<file path="config.mk">
export PLATFORM = sky130hd
export DESIGN_NAME = vigenere_stream_decipher_flat
export DESIGN_NICKNAME = d
export VERILOG_FILES = /design/src/rtl/vsd_pkg.sv /design/src/rtl/vsd_in_if.sv /design/src/rtl/vsd_out_if.sv /design/src/rtl/vsd_front.sv /design/src/rtl/vsd_queue.sv /design/src/rtl/vsd_back.sv /design/src/rtl/vigenere_stream_decipher.sv /design/src/flat_wrapper.sv
export SDC_FILE = /design/constraint.sdc
export NUM_CORES = 2
export LEC_CHECK = 0
export BUFFER_PORTS_ARGS = -buffer_cell sky130_fd_sc_hd__buf_4
export CAP_MARGIN = 30
export CORE_ASPECT_RATIO = 2
export CORE_MARGIN = 2
export CORE_UTILIZATION = 65
export DETAILED_ROUTE_END_ITERATION = 8
export GPL_TIMING_DRIVEN = 0
export PLACE_DENSITY = 0.85
export SETUP_SLACK_MARGIN = 0.5
export SKIP_CTS_REPAIR_TIMING = 1
export SLEW_MARGIN = 20
export SYNTH_ARGS = -nofsm -noshare
export SYNTH_HDL_FRONTEND = slang
export SYNTH_SLANG_ARGS = --single-unit
</file>
<file path="constraint.sdc">
create_clock -name clk_i -period 19 [get_ports clk_i]
set_input_delay 2.85 -clock clk_i [delete_from_list [all_inputs] [get_ports clk_i]]
set_output_delay 2.85 -clock clk_i [all_outputs]
set_load 0.02 [all_outputs]
</file>
<file path="src/rtl/vsd_pkg.sv">
// Shared types, constants and key arithmetic for the Vigenere stream decipher.
// No dependencies.
package vsd_pkg;

  localparam logic [7:0] CHAR_UA   = 8'h41;
  localparam logic [7:0] CHAR_UZ   = 8'h5a;
  localparam logic [7:0] CHAR_LA   = 8'h61;
  localparam logic [7:0] CHAR_LZ   = 8'h7a;
  localparam logic [7:0] CHAR_ZERO = 8'h30;
  localparam logic [7:0] CHAR_NINE = 8'h39;
  localparam logic [7:0] CASE_DIFF = 8'h20;

  localparam logic [7:0]  SPAN_ALPHA  = 8'd26;
  localparam logic [7:0]  SPAN_DIGIT  = 8'd10;
  // floor(a * RECIP / 2^11) == floor(a / span) for a <= 190
  localparam logic [15:0] RECIP_ALPHA = 16'd79;
  localparam logic [15:0] RECIP_DIGIT = 16'd205;
  localparam int          RECIP_SHIFT = 11;

  localparam int QUEUE_DEPTH = 2;

  typedef struct packed {
    logic [7:0]        msg;
    logic signed [5:0] rem_alpha;
    logic signed [4:0] rem_digit;
  } vsd_entry_t;

  typedef struct packed {
    logic signed [5:0] rem_alpha;
    logic signed [4:0] rem_digit;
  } vsd_rem_t;

  // Uppercased key byte minus 'A', range -65 to 190.
  function automatic logic signed [8:0] key_shift(input logic [7:0] kb);
    logic [7:0] up;
    begin
      up = ((kb >= CHAR_LA) && (kb <= CHAR_LZ)) ? kb - CASE_DIFF : kb;
      key_shift = $signed({1'b0, up}) - $signed({1'b0, CHAR_UA});
    end
  endfunction

  // Remainders by 26 and by 10, truncated toward zero.
  function automatic vsd_rem_t key_rem(input logic signed [8:0] k);
    logic [7:0]  a;
    logic [15:0] pa;
    logic [15:0] pd;
    logic [4:0]  qa;
    logic [4:0]  qd;
    logic [7:0]  ma;
    logic [7:0]  md;
    vsd_rem_t    r;
    begin
      a  = k[8] ? 8'(-k) : k[7:0];
      pa = 16'(a) * RECIP_ALPHA;
      pd = 16'(a) * RECIP_DIGIT;
      qa = pa[15:RECIP_SHIFT];
      qd = pd[15:RECIP_SHIFT];
      ma = a - 8'(8'({3'b000, qa}) * SPAN_ALPHA);
      md = a - 8'(8'({3'b000, qd}) * SPAN_DIGIT);
      r.rem_alpha = k[8] ? -$signed({1'b0, ma[4:0]}) : $signed({1'b0, ma[4:0]});
      r.rem_digit = k[8] ? -$signed({1'b0, md[3:0]}) : $signed({1'b0, md[3:0]});
      key_rem = r;
    end
  endfunction

endpackage

</file>
<file path="src/rtl/vsd_in_if.sv">
// Input channel: valid/ready handshake with one decipher or key-write item.
// No dependencies.
interface vsd_in_if;
  logic       valid;
  logic       ready;
  logic       func;
  logic [7:0] in_byte;
  logic [7:0] key_index;
  logic       message_start;

  modport source (output valid, func, in_byte, key_index, message_start, input ready);
  modport sink (input valid, func, in_byte, key_index, message_start, output ready);
endinterface

</file>
<file path="src/rtl/vsd_out_if.sv">
// Output channel: valid/ready handshake with one deciphered byte.
// No dependencies.
interface vsd_out_if;
  logic       valid;
  logic       ready;
  logic [7:0] out_byte;

  modport source (output valid, out_byte, input ready);
  modport sink (input valid, out_byte, output ready);
endinterface

</file>
<file path="src/rtl/vsd_front.sv">
// Front end: accepts items, tracks key position, owns the key store and key length.
// Depends on vsd_pkg and vsd_in_if.
module vsd_front import vsd_pkg::*; #(
  parameter int KEY_DEPTH = 256
) (
  input  logic       clk_i,
  input  logic       rst_ni,
  vsd_in_if.sink     in_i,
  input  logic       cfg_we_i,
  input  logic [8:0] cfg_data_i,
  output logic       push_valid_o,
  input  logic       push_ready_i,
  output vsd_entry_t push_data_o
);

  localparam int AW    = (KEY_DEPTH > 1) ? $clog2(KEY_DEPTH) : 1;
  localparam int LW0   = $clog2(KEY_DEPTH + 1);
  localparam int LW    = (LW0 > 9) ? LW0 : 9;
  localparam logic [LW-1:0] DEPTH_L = LW'(KEY_DEPTH);

  logic [7:0]    mem [KEY_DEPTH];
  logic [8:0]    len_q;
  logic [AW-1:0] pos_q, pos_d, pos_cur;
  logic          s1_valid_q;
  logic [7:0]    msg_q;
  logic [7:0]    kb_q;
  logic          accept;
  logic          dec_acc;
  logic          wr_en;
  logic [AW-1:0] wr_addr;
  logic [LW-1:0] len_act;
  logic [LW-1:0] pos_inc;
  vsd_rem_t      rem;

  assign in_i.ready = !s1_valid_q || push_ready_i;
  assign accept     = in_i.valid && in_i.ready;
  assign dec_acc    = accept && !in_i.func;
  assign pos_cur    = in_i.message_start ? '0 : pos_q;
  assign wr_en      = accept && in_i.func && (32'(in_i.key_index) < KEY_DEPTH);

  generate
    if (AW >= 8) begin : g_wide
      assign wr_addr = AW'(in_i.key_index);
    end else begin : g_narrow
      assign wr_addr = in_i.key_index[AW-1:0];
    end
  endgenerate

  always_comb begin
    len_act = LW'(len_q);
    if (len_q == 9'd0) begin
      len_act = LW'(1);
    end else if (LW'(len_q) > DEPTH_L) begin
      len_act = DEPTH_L;
    end
  end

  assign pos_inc = LW'(pos_cur) + LW'(1);

  always_comb begin
    pos_d = pos_q;
    if (accept) begin
      if (in_i.func) begin
        pos_d = pos_cur;
      end else if (pos_inc >= len_act) begin
        pos_d = '0;
      end else begin
        pos_d = pos_inc[AW-1:0];
      end
    end
  end

  always_ff @(posedge clk_i or negedge rst_ni) begin
    if (!rst_ni) begin
      len_q      <= 9'd1;
      pos_q      <= '0;
      s1_valid_q <= 1'b0;
    end else begin
      if (cfg_we_i) begin
        len_q <= cfg_data_i;
      end
      pos_q <= pos_d;
      if (in_i.ready) begin
        s1_valid_q <= dec_acc;
      end
    end
  end

  always_ff @(posedge clk_i) begin
    if (wr_en) begin
      mem[wr_addr] <= in_i.in_byte;
    end
    if (dec_acc) begin
      kb_q  <= mem[pos_cur];
      msg_q <= in_i.in_byte;
    end
  end

  assign rem                   = key_rem(key_shift(kb_q));
  assign push_valid_o          = s1_valid_q;
  assign push_data_o.msg       = msg_q;
  assign push_data_o.rem_alpha = rem.rem_alpha;
  assign push_data_o.rem_digit = rem.rem_digit;

endmodule

</file>
<file path="src/rtl/vsd_queue.sv">
// Two-entry queue between front and back end.
// Depends on vsd_pkg.
module vsd_queue import vsd_pkg::*; (
  input  logic       clk_i,
  input  logic       rst_ni,
  input  logic       push_valid_i,
  output logic       push_ready_o,
  input  vsd_entry_t push_data_i,
  output logic       pop_valid_o,
  input  logic       pop_ready_i,
  output vsd_entry_t pop_data_o
);

  localparam int PW = $clog2(QUEUE_DEPTH);
  localparam int CW = $clog2(QUEUE_DEPTH + 1);

  vsd_entry_t    ent_q [QUEUE_DEPTH];
  logic [PW-1:0] wr_q, wr_d;
  logic [PW-1:0] rd_q, rd_d;
  logic [CW-1:0] cnt_q, cnt_d;
  logic          push;
  logic          pop;

  assign push_ready_o = (cnt_q != CW'(QUEUE_DEPTH));
  assign pop_valid_o  = (cnt_q != '0);
  assign push         = push_valid_i && push_ready_o;
  assign pop          = pop_valid_o && pop_ready_i;
  assign pop_data_o   = ent_q[rd_q];

  always_comb begin
    wr_d  = wr_q;
    rd_d  = rd_q;
    cnt_d = cnt_q;
    if (push) begin
      wr_d = (32'(wr_q) == QUEUE_DEPTH - 1) ? '0 : wr_q + PW'(1);
    end
    if (pop) begin
      rd_d = (32'(rd_q) == QUEUE_DEPTH - 1) ? '0 : rd_q + PW'(1);
    end
    if (push && !pop) begin
      cnt_d = cnt_q + CW'(1);
    end else if (pop && !push) begin
      cnt_d = cnt_q - CW'(1);
    end
  end

  always_ff @(posedge clk_i or negedge rst_ni) begin
    if (!rst_ni) begin
      wr_q  <= '0;
      rd_q  <= '0;
      cnt_q <= '0;
    end else begin
      wr_q  <= wr_d;
      rd_q  <= rd_d;
      cnt_q <= cnt_d;
    end
  end

  always_ff @(posedge clk_i) begin
    if (push) begin
      ent_q[wr_q] <= push_data_i;
    end
  end

endmodule

</file>
<file path="src/rtl/vsd_back.sv">
// Back end: classifies the message byte, shifts it back, drives the output register.
// Depends on vsd_pkg and vsd_out_if.
module vsd_back import vsd_pkg::*; (
  input  logic       clk_i,
  input  logic       rst_ni,
  input  logic       pop_valid_i,
  output logic       pop_ready_o,
  input  vsd_entry_t pop_data_i,
  vsd_out_if.source  out_o
);

  logic              out_valid_q;
  logic [7:0]        out_byte_q;
  logic [7:0]        res_d;
  logic [7:0]        c;
  logic [7:0]        base;
  logic [7:0]        span;
  logic signed [5:0] r;
  logic              is_lower, is_upper, is_digit;
  logic signed [9:0] diff;
  logic signed [9:0] wrapped;

  assign c        = pop_data_i.msg;
  assign is_lower = (c >= CHAR_LA) && (c <= CHAR_LZ);
  assign is_upper = (c >= CHAR_UA) && (c <= CHAR_UZ);
  assign is_digit = (c >= CHAR_ZERO) && (c <= CHAR_NINE);

  always_comb begin
    base = CHAR_ZERO;
    span = SPAN_DIGIT;
    r    = 6'(pop_data_i.rem_digit);
    if (is_lower) begin
      base = CHAR_LA;
      span = SPAN_ALPHA;
      r    = pop_data_i.rem_alpha;
    end else if (is_upper) begin
      base = CHAR_UA;
      span = SPAN_ALPHA;
      r    = pop_data_i.rem_alpha;
    end
  end

  assign diff    = $signed({2'b00, c}) - 10'(r);
  assign wrapped = diff + $signed({2'b00, span});

  always_comb begin
    res_d = c;
    if (is_lower || is_upper || is_digit) begin
      res_d = (diff < $signed({2'b00, base})) ? wrapped[7:0] : diff[7:0];
    end
  end

  assign pop_ready_o = !out_valid_q || out_o.ready;

  always_ff @(posedge clk_i or negedge rst_ni) begin
    if (!rst_ni) begin
      out_valid_q <= 1'b0;
    end else if (pop_ready_o) begin
      out_valid_q <= pop_valid_i;
    end
  end

  always_ff @(posedge clk_i) begin
    if (pop_ready_o && pop_valid_i) begin
      out_byte_q <= res_d;
    end
  end

  assign out_o.valid    = out_valid_q;
  assign out_o.out_byte = out_byte_q;

endmodule

</file>
<file path="src/rtl/vigenere_stream_decipher.sv">
// Vigenere stream decipher top level: front end, two-entry queue, back end.
// A decipher item is held in the registered key store read, then in a queue entry
// and then in the output register before its result shows.
// Throughput: one item per cycle while out_o.ready is not held low; key writes give no result.
// Reset: position zero, key length 1, pipeline empty; key store undefined until written.
// Depends on vsd_pkg, vsd_in_if, vsd_out_if, vsd_front, vsd_queue, vsd_back.
module vigenere_stream_decipher import vsd_pkg::*; #(
  parameter int KEY_DEPTH = 256
) (
  input  logic       clk_i,
  input  logic       rst_ni,
  vsd_in_if.sink     in_i,
  vsd_out_if.source  out_o,
  input  logic       cfg_we_i,
  input  logic [8:0] cfg_data_i
);

  logic       f_valid, f_ready;
  vsd_entry_t f_data;
  logic       b_valid, b_ready;
  vsd_entry_t b_data;

  vsd_front #(
    .KEY_DEPTH(KEY_DEPTH)
  ) u_front (
    .clk_i        (clk_i),
    .rst_ni       (rst_ni),
    .in_i         (in_i),
    .cfg_we_i     (cfg_we_i),
    .cfg_data_i   (cfg_data_i),
    .push_valid_o (f_valid),
    .push_ready_i (f_ready),
    .push_data_o  (f_data)
  );

  vsd_queue u_queue (
    .clk_i        (clk_i),
    .rst_ni       (rst_ni),
    .push_valid_i (f_valid),
    .push_ready_o (f_ready),
    .push_data_i  (f_data),
    .pop_valid_o  (b_valid),
    .pop_ready_i  (b_ready),
    .pop_data_o   (b_data)
  );

  vsd_back u_back (
    .clk_i       (clk_i),
    .rst_ni      (rst_ni),
    .pop_valid_i (b_valid),
    .pop_ready_o (b_ready),
    .pop_data_i  (b_data),
    .out_o       (out_o)
  );

endmodule
</file>
<file path="src/flat_wrapper.sv">
// flat-port wrapper written by rule: the top's interface ports become plain ports
module vigenere_stream_decipher_flat import vsd_pkg::*;
#(
  parameter int KEY_DEPTH = 256
)
  (clk_i, rst_ni, cfg_we_i, cfg_data_i, in_i_valid, in_i_func, in_i_in_byte, in_i_key_index, in_i_message_start, in_i_ready, out_o_valid, out_o_out_byte, out_o_ready);
  vsd_in_if in_i_i ();
  vsd_out_if out_o_i ();
  input  logic clk_i;
  input  logic rst_ni;
  input  logic cfg_we_i;
  input  logic [8:0] cfg_data_i;
  input wire logic [$bits(in_i_i.valid)-1:0] in_i_valid;
  input wire logic [$bits(in_i_i.func)-1:0] in_i_func;
  input wire logic [$bits(in_i_i.in_byte)-1:0] in_i_in_byte;
  input wire logic [$bits(in_i_i.key_index)-1:0] in_i_key_index;
  input wire logic [$bits(in_i_i.message_start)-1:0] in_i_message_start;
  output wire logic [$bits(in_i_i.ready)-1:0] in_i_ready;
  output wire logic [$bits(out_o_i.valid)-1:0] out_o_valid;
  output wire logic [$bits(out_o_i.out_byte)-1:0] out_o_out_byte;
  input wire logic [$bits(out_o_i.ready)-1:0] out_o_ready;
  assign in_i_i.valid = in_i_valid;
  assign in_i_i.func = in_i_func;
  assign in_i_i.in_byte = in_i_in_byte;
  assign in_i_i.key_index = in_i_key_index;
  assign in_i_i.message_start = in_i_message_start;
  assign in_i_ready = in_i_i.ready;
  assign out_o_valid = out_o_i.valid;
  assign out_o_out_byte = out_o_i.out_byte;
  assign out_o_i.ready = out_o_ready;
  vigenere_stream_decipher #(.KEY_DEPTH(KEY_DEPTH)) u_core (.clk_i(clk_i), .rst_ni(rst_ni), .in_i(in_i_i), .out_o(out_o_i), .cfg_we_i(cfg_we_i), .cfg_data_i(cfg_data_i));
endmodule
</file>
; Word-level counts from Yosys, hierarchy flattened
; Memory sizes are Yosys's and may differ from the RTL's. A register that Yosys moved wholly into a read port is not among the register bits.
; Index checks and enable logic that the tools add are counted.
[classes]
magnitude_cmp = 11
multipliers = 4
eq_ne = 1
add_sub_neg = 14
n_reduce_logical = 23
n_mux = 25
[op_table]
columns = operator, count
row1 = two-way mux 8 bit, 8
row2 = ">= comparator 8 x 7 -> 1 bit, second input constant", 3
row3 = "<= comparator 8 x 7 -> 1 bit, second input constant", 3
row4 = two-way mux 6 bit, 3
row5 = two-way mux 9 bit, 2
row6 = "multiplier 8 x 8 -> 16 bit, second input constant", 1
row7 = "multiplier 8 x 7 -> 15 bit, second input constant", 1
row8 = two-way mux 5 bit, 3
row9 = logical AND 1 bit, 11
row10 = < comparator 10 x 9 -> 1 bit, 1
row11 = subtractor 9 x 6 -> 10 bit, 1
row12 = "adder 8 x 1 -> 9 bit, second input constant", 1
row13 = >= comparator 9 bit, 1
row14 = "> comparator 9 bit, second input constant", 1
row15 = zero test 9 bit, 1
row16 = "subtractor 8 x 7 -> 9 bit, second input constant", 1
row17 = adder 8 bit, 1
row18 = ">= comparator 8 x 6 -> 1 bit, second input constant", 1
row19 = "<= comparator 8 x 6 -> 1 bit, second input constant", 1
row20 = negation 8 bit, 1
row21 = "subtractor 8 x 6 -> 8 bit, second input constant", 1
row22 = two-way mux 7 bit, 1
row23 = two-way mux 1 bit, 6
row24 = negation 5 -> 6 bit, 1
row25 = 13 further kinds, 23
[totals]
output_inout_bits = 10
ramBits = 2086
inputBits = 32
reg_bits = 39
memories = 2
[mem_list]
columns = memory, words, word_bits, rd, rd_clocked_by_memory_dff, write_ports, line_no
row1 = u_core.u_front.mem, 256, 8, 1, 1, 1, vsd_front.sv:21  ; logic [7:0] mem [KEY_DEPTH];
row2 = u_core.u_queue.ent_q, 2, 19, 1, 0, 1, vsd_queue.sv:17  ; vsd_entry_t ent_q [QUEUE_DEPTH];

; Longest topological paths before layout
[depth]
ltp_word = 11
mapped_depth = 34

; Modules after synthesis
; Synthesis repeated with hierarchy kept, for this count alone.
[unflattened]
cells_unflattened = 4214
hier_area_um2 = 86120.1
[modules_own_cells]
columns = module, n_inst, cells_per_inst, area_per_inst_um2
row1 = vsd_front, 1, 3987, 83281.1
row2 = vsd_queue, 1, 77, 1589.0
row3 = vsd_back, 1, 150, 1249.9

; Least setup slack after synthesis
; Ideal clock, no wire load.
[synth_path]
path_kind = reg2reg
from = register u_core.u_front.kb_q[0], read port of u_core.u_front.mem
to = memory u_core.u_queue.ent_q[0][4] in the netlist's numbering, data pin
setup_slack_ps = 11434
stages_incl_launch_ff = 32
path_buffers = 0
t_arrival_ps = 7293
cell_sequence = edfxtp_1 -> inv_1 -> ha_1 -> or4b_4 -> o21ai_1 -> nor2_1 -> nand2_1 -> o21ai_0 -> o21ai_0 -> o21ai_0 -> xnor2_1 -> ha_1 -> fa_1 -> inv_1 -> fa_1 -> inv_1 -> fa_1 -> ha_1 -> a21o_1 -> a21o_1 -> a2111o_1 -> and3_4 -> or2_2 -> inv_1 -> ha_1 -> inv_1 -> fa_1 -> xnor2_1 -> xnor2_1 -> xnor2_1 -> a2111oi_4 -> nor3b_1
[synth_rtl]
columns = item, line_no
row1 = "start, declared", vsd_front.sv:26  ; logic [7:0] kb_q;
row2 = "end, declared", vsd_queue.sv:17

==> impl_metrics.ini <==
[status]
outcome = finished, final reports clean

[clock_tree]
htree_num_levels = 4
clock_latency_ps = 840
cts.sinks = 2131
clk_pin_slew_ps = 70
cts_root_buffer = clkbuf_16
tritoncts = yes
numCtsBuffers = 175
cts_buffer_depth = 4

[drt]
wl_per_cell_um = 41.81
ant_nets = 0
wl_mm = 303.3
top_layer = met5
initialDrtViolationCount = 9955
wl_met1_mm = 81.53
vias_per_cell = 7.606
firstDrtPassIters = 8
routed-wl-met3_mm = 39.06
drc = 0
wl_met2_mm = 140.5
num_vias = 55180

[timing]
min_period_over_period = 0.4759
worst_hold_slack_ps = 444.3
rsz0062_at_grt = no
tightest_slew_ps = 1173
fmax_mhz = 110.6
finClkSkew_ps = 38.25
finalHoldViolations = 0
setup_viol = 0
slew_headroom = 0.2181
tns_ps = 0
slew_viol_final = 0
period_needed_ps = 9042
fin_ws_ps = 9958

[place]
io_buffers = 40
dp_slack_ps = 9905
dp_hpwl_mm = 203.2
postPlaceCellArea_mm2 = 0.09037
place_congestion = 1.067

[worst_setup_path]
arrival_ps = 9600
crit_slowest_cell = nor4b_1
timing.critical_path.to_type = register
start_kind = register
cp_slowest_stage_delay_ps = 730
cpMostUsedCell = inv_1
regToRegStartpoint = u_core.u_front.kb_q[0]
worstPathMaxFanout = 11
critical_path_class = register to register
critical_path_required_ps = 19560
crit_start = u_core.u_front.kb_q[0]

[global_routing]
grt_usage = 0.4501
grt_pass1_wl_mm = 418.3
antenna_found_initial = 28
grt_start_max_net_pins = 124
grt_pass1_vias = 54570
grt_overflow = 0

[synthesis]
synth_top_family_by_area = multiplexers
yosysSeqAreaShare = 0.7346
synth_compound_area_frac = 0.08238
synthAdderAreaFrac = 0.02069
yosysWarnings = 0
synth_fp_nets = 5252
synth_seq_cells = 2131
synth_edf_count = 2108
synth_area_per_cell_um2 = 17.07
synthSimpleGateAreaFrac = 0.04056
syn_inst = 5093
yosys-mux-area-fraction = 0.09846
synth_area_mm2 = 0.08695
synth_cell_types = 79
ys.flop_type = edfxtp_1
ys_async_sr_fraction = 0.01079
synth_xor_area_frac = 0.004446

[power]
power_leakage_uw = 0.03006
ir_drop_v = 0.0002236
p_per_area_mw_per_mm2 = 134.3

[floorplan]
core_area_mm2 = 0.1327
fp.dieW_um = 262.6
start_util = 0.6555
die_h_um = 521.3
ios = 42
dieArea_mm2 = 0.1369
num_rows = 189

[finish]
fill_cells = 7493
area_growth_syn_to_layout_pct = 10.89
final_nets = 5548
drive_gt1_frac = 0.1618
multiInputGateArea_mm2 = 0.02146
finalInstanceArea_mm2 = 0.09642
ff_latch_area_mm2 = 0.06388
finish.utilization = 0.7268

[hold_path]
worstHoldPathType = register to register
hp-start = u_core.u_front.msg_q[1]

[job]
maxCapViolations = 0
## worst max-delay path, delay by kind of cell, from the launching register on
family          cells  cell delay [ps]
fa+ha+maj           8             2880
simple gates        5             1960
compound gates      6             1850
xor+xnor            3              840
buf+inv             6              710
flops               1              550
## metrics by stage
step	std cells	power, µW
floorplan	5093	7878
global placement	6852	9063
detailed placement	6900	9171
CTS	7207	12780
global route	7241	13300
finish	7255	12950
## cells in the mapped netlist, types with 23 or more instances
cell type  count  area (µm²)
fa_1          28       560.5
a211oi_1      23       172.7
o221ai_1      95       832.1
clkbuf_1     248       930.9
o21ai_0      314        1572
nor4_1        66       412.9
nor2_1       364        1366
mux2_2        90        1013
mux4_2       327        7365
o22ai_1      146       913.4
edfxtp_1    2108       63300
a21oi_1      255        1276
nand3_1       36       180.2
xnor2_1       27       236.5
nor3_1        42       210.2
ha_1          99        1239
nand2_1      215       807.0
buf_1         60       225.2
o311ai_0      23       201.4
o21a_1       103       773.2
inv_1         95       356.6
## metal layers
| layer | GRT usage | vias up |
|---|---|---|
| met5 | 0.0003510 | - |
| met4 | 0.4678 | 20 |
| met3 | 0.1472 | 1731 |
| met2 | 0.7061 | 5535 |
| met1 | 0.4617 | 26840 |
| li1 | - | 21050 |
## layout by cell type (no fill, tap or decap), types with 41 or more instances in the layout
cell,netlist,layout
nor4_1,66,66
mux2_2,90,90
clkbuf_16,0,181
o21a_1,103,103
nand2_1,215,215
buf_1,60,41
clkbuf_2,0,49
buf_4,1,44
inv_1,95,95
o22ai_1,146,146
o221ai_1,95,95
nor3_1,42,42
clkbuf_1,248,229
ha_1,99,99
nor2_1,364,361
a21oi_1,255,254
edfxtp_1,2108,2108
mux4_2,327,327
o21ai_0,314,313
## logic make-up after synthesis
group,Yosys count
mux,435
xor+xnor,41
compound gates,1129
simple gates,803
flops,2131
fa+ha+maj,127
buf+inv,427
## registers in the layout, summed over array words and instances (netlist names)
register	flops
u_core.u_back.out_o.out_byte	8
u_core.u_back.out_o.valid	1
u_core.u_front.kb_q	8
u_core.u_front.len_q	9
u_core.u_front.mem	2048
u_core.u_front.msg_q	8
u_core.u_front.pos_q	8
u_core.u_front.push_valid_o	1
u_core.u_queue.cnt_q	2
u_core.u_queue.ent_q	36
u_core.u_queue.rd_q	1
u_core.u_queue.wr_q	1
## path summary, 6_finish.rpt
path	depth (start not counted)	end	slack [ps]
min in group asynchronous	1	u_core.u_front.pos_q[7]	1940
worst min-delay path	0	u_core.u_queue.ent_q[0][12]	440
worst min register to register	0	u_core.u_queue.ent_q[0][12]	440
worst max-delay path	28	u_core.u_queue.ent_q[0][4]	9960
worst max register to register	28	u_core.u_queue.ent_q[0][4]	9960
max in group asynchronous	1	u_core.u_front.len_q[0]	16750
## area by class of cell
type | instances | area share
Inverter | 97 | 0.003776
Multi-Input combinational cell | 2535 | 0.2226
Tap cell | 1719 | 0.02231
Sequential cell | 2131 | 0.6625
Buffer | 330 | 0.01405
Clock inverter | 100 | 0.01072
Clock buffer | 207 | 0.04799
Timing Repair Buffer | 119 | 0.01565
Antenna cell | 17 | 0.0004412
## report_power, final
part / leakage (µW) / internal [µW] / switching [µW]
clock: 0.00275 / 2030 / 1690
combinational: 0.00807 / 1430 / 2440
sequential: 0.0192 / 5330 / 29.7
total: 0.0301 / 8790 / 4160
Power figures use the tool's default switching activity.
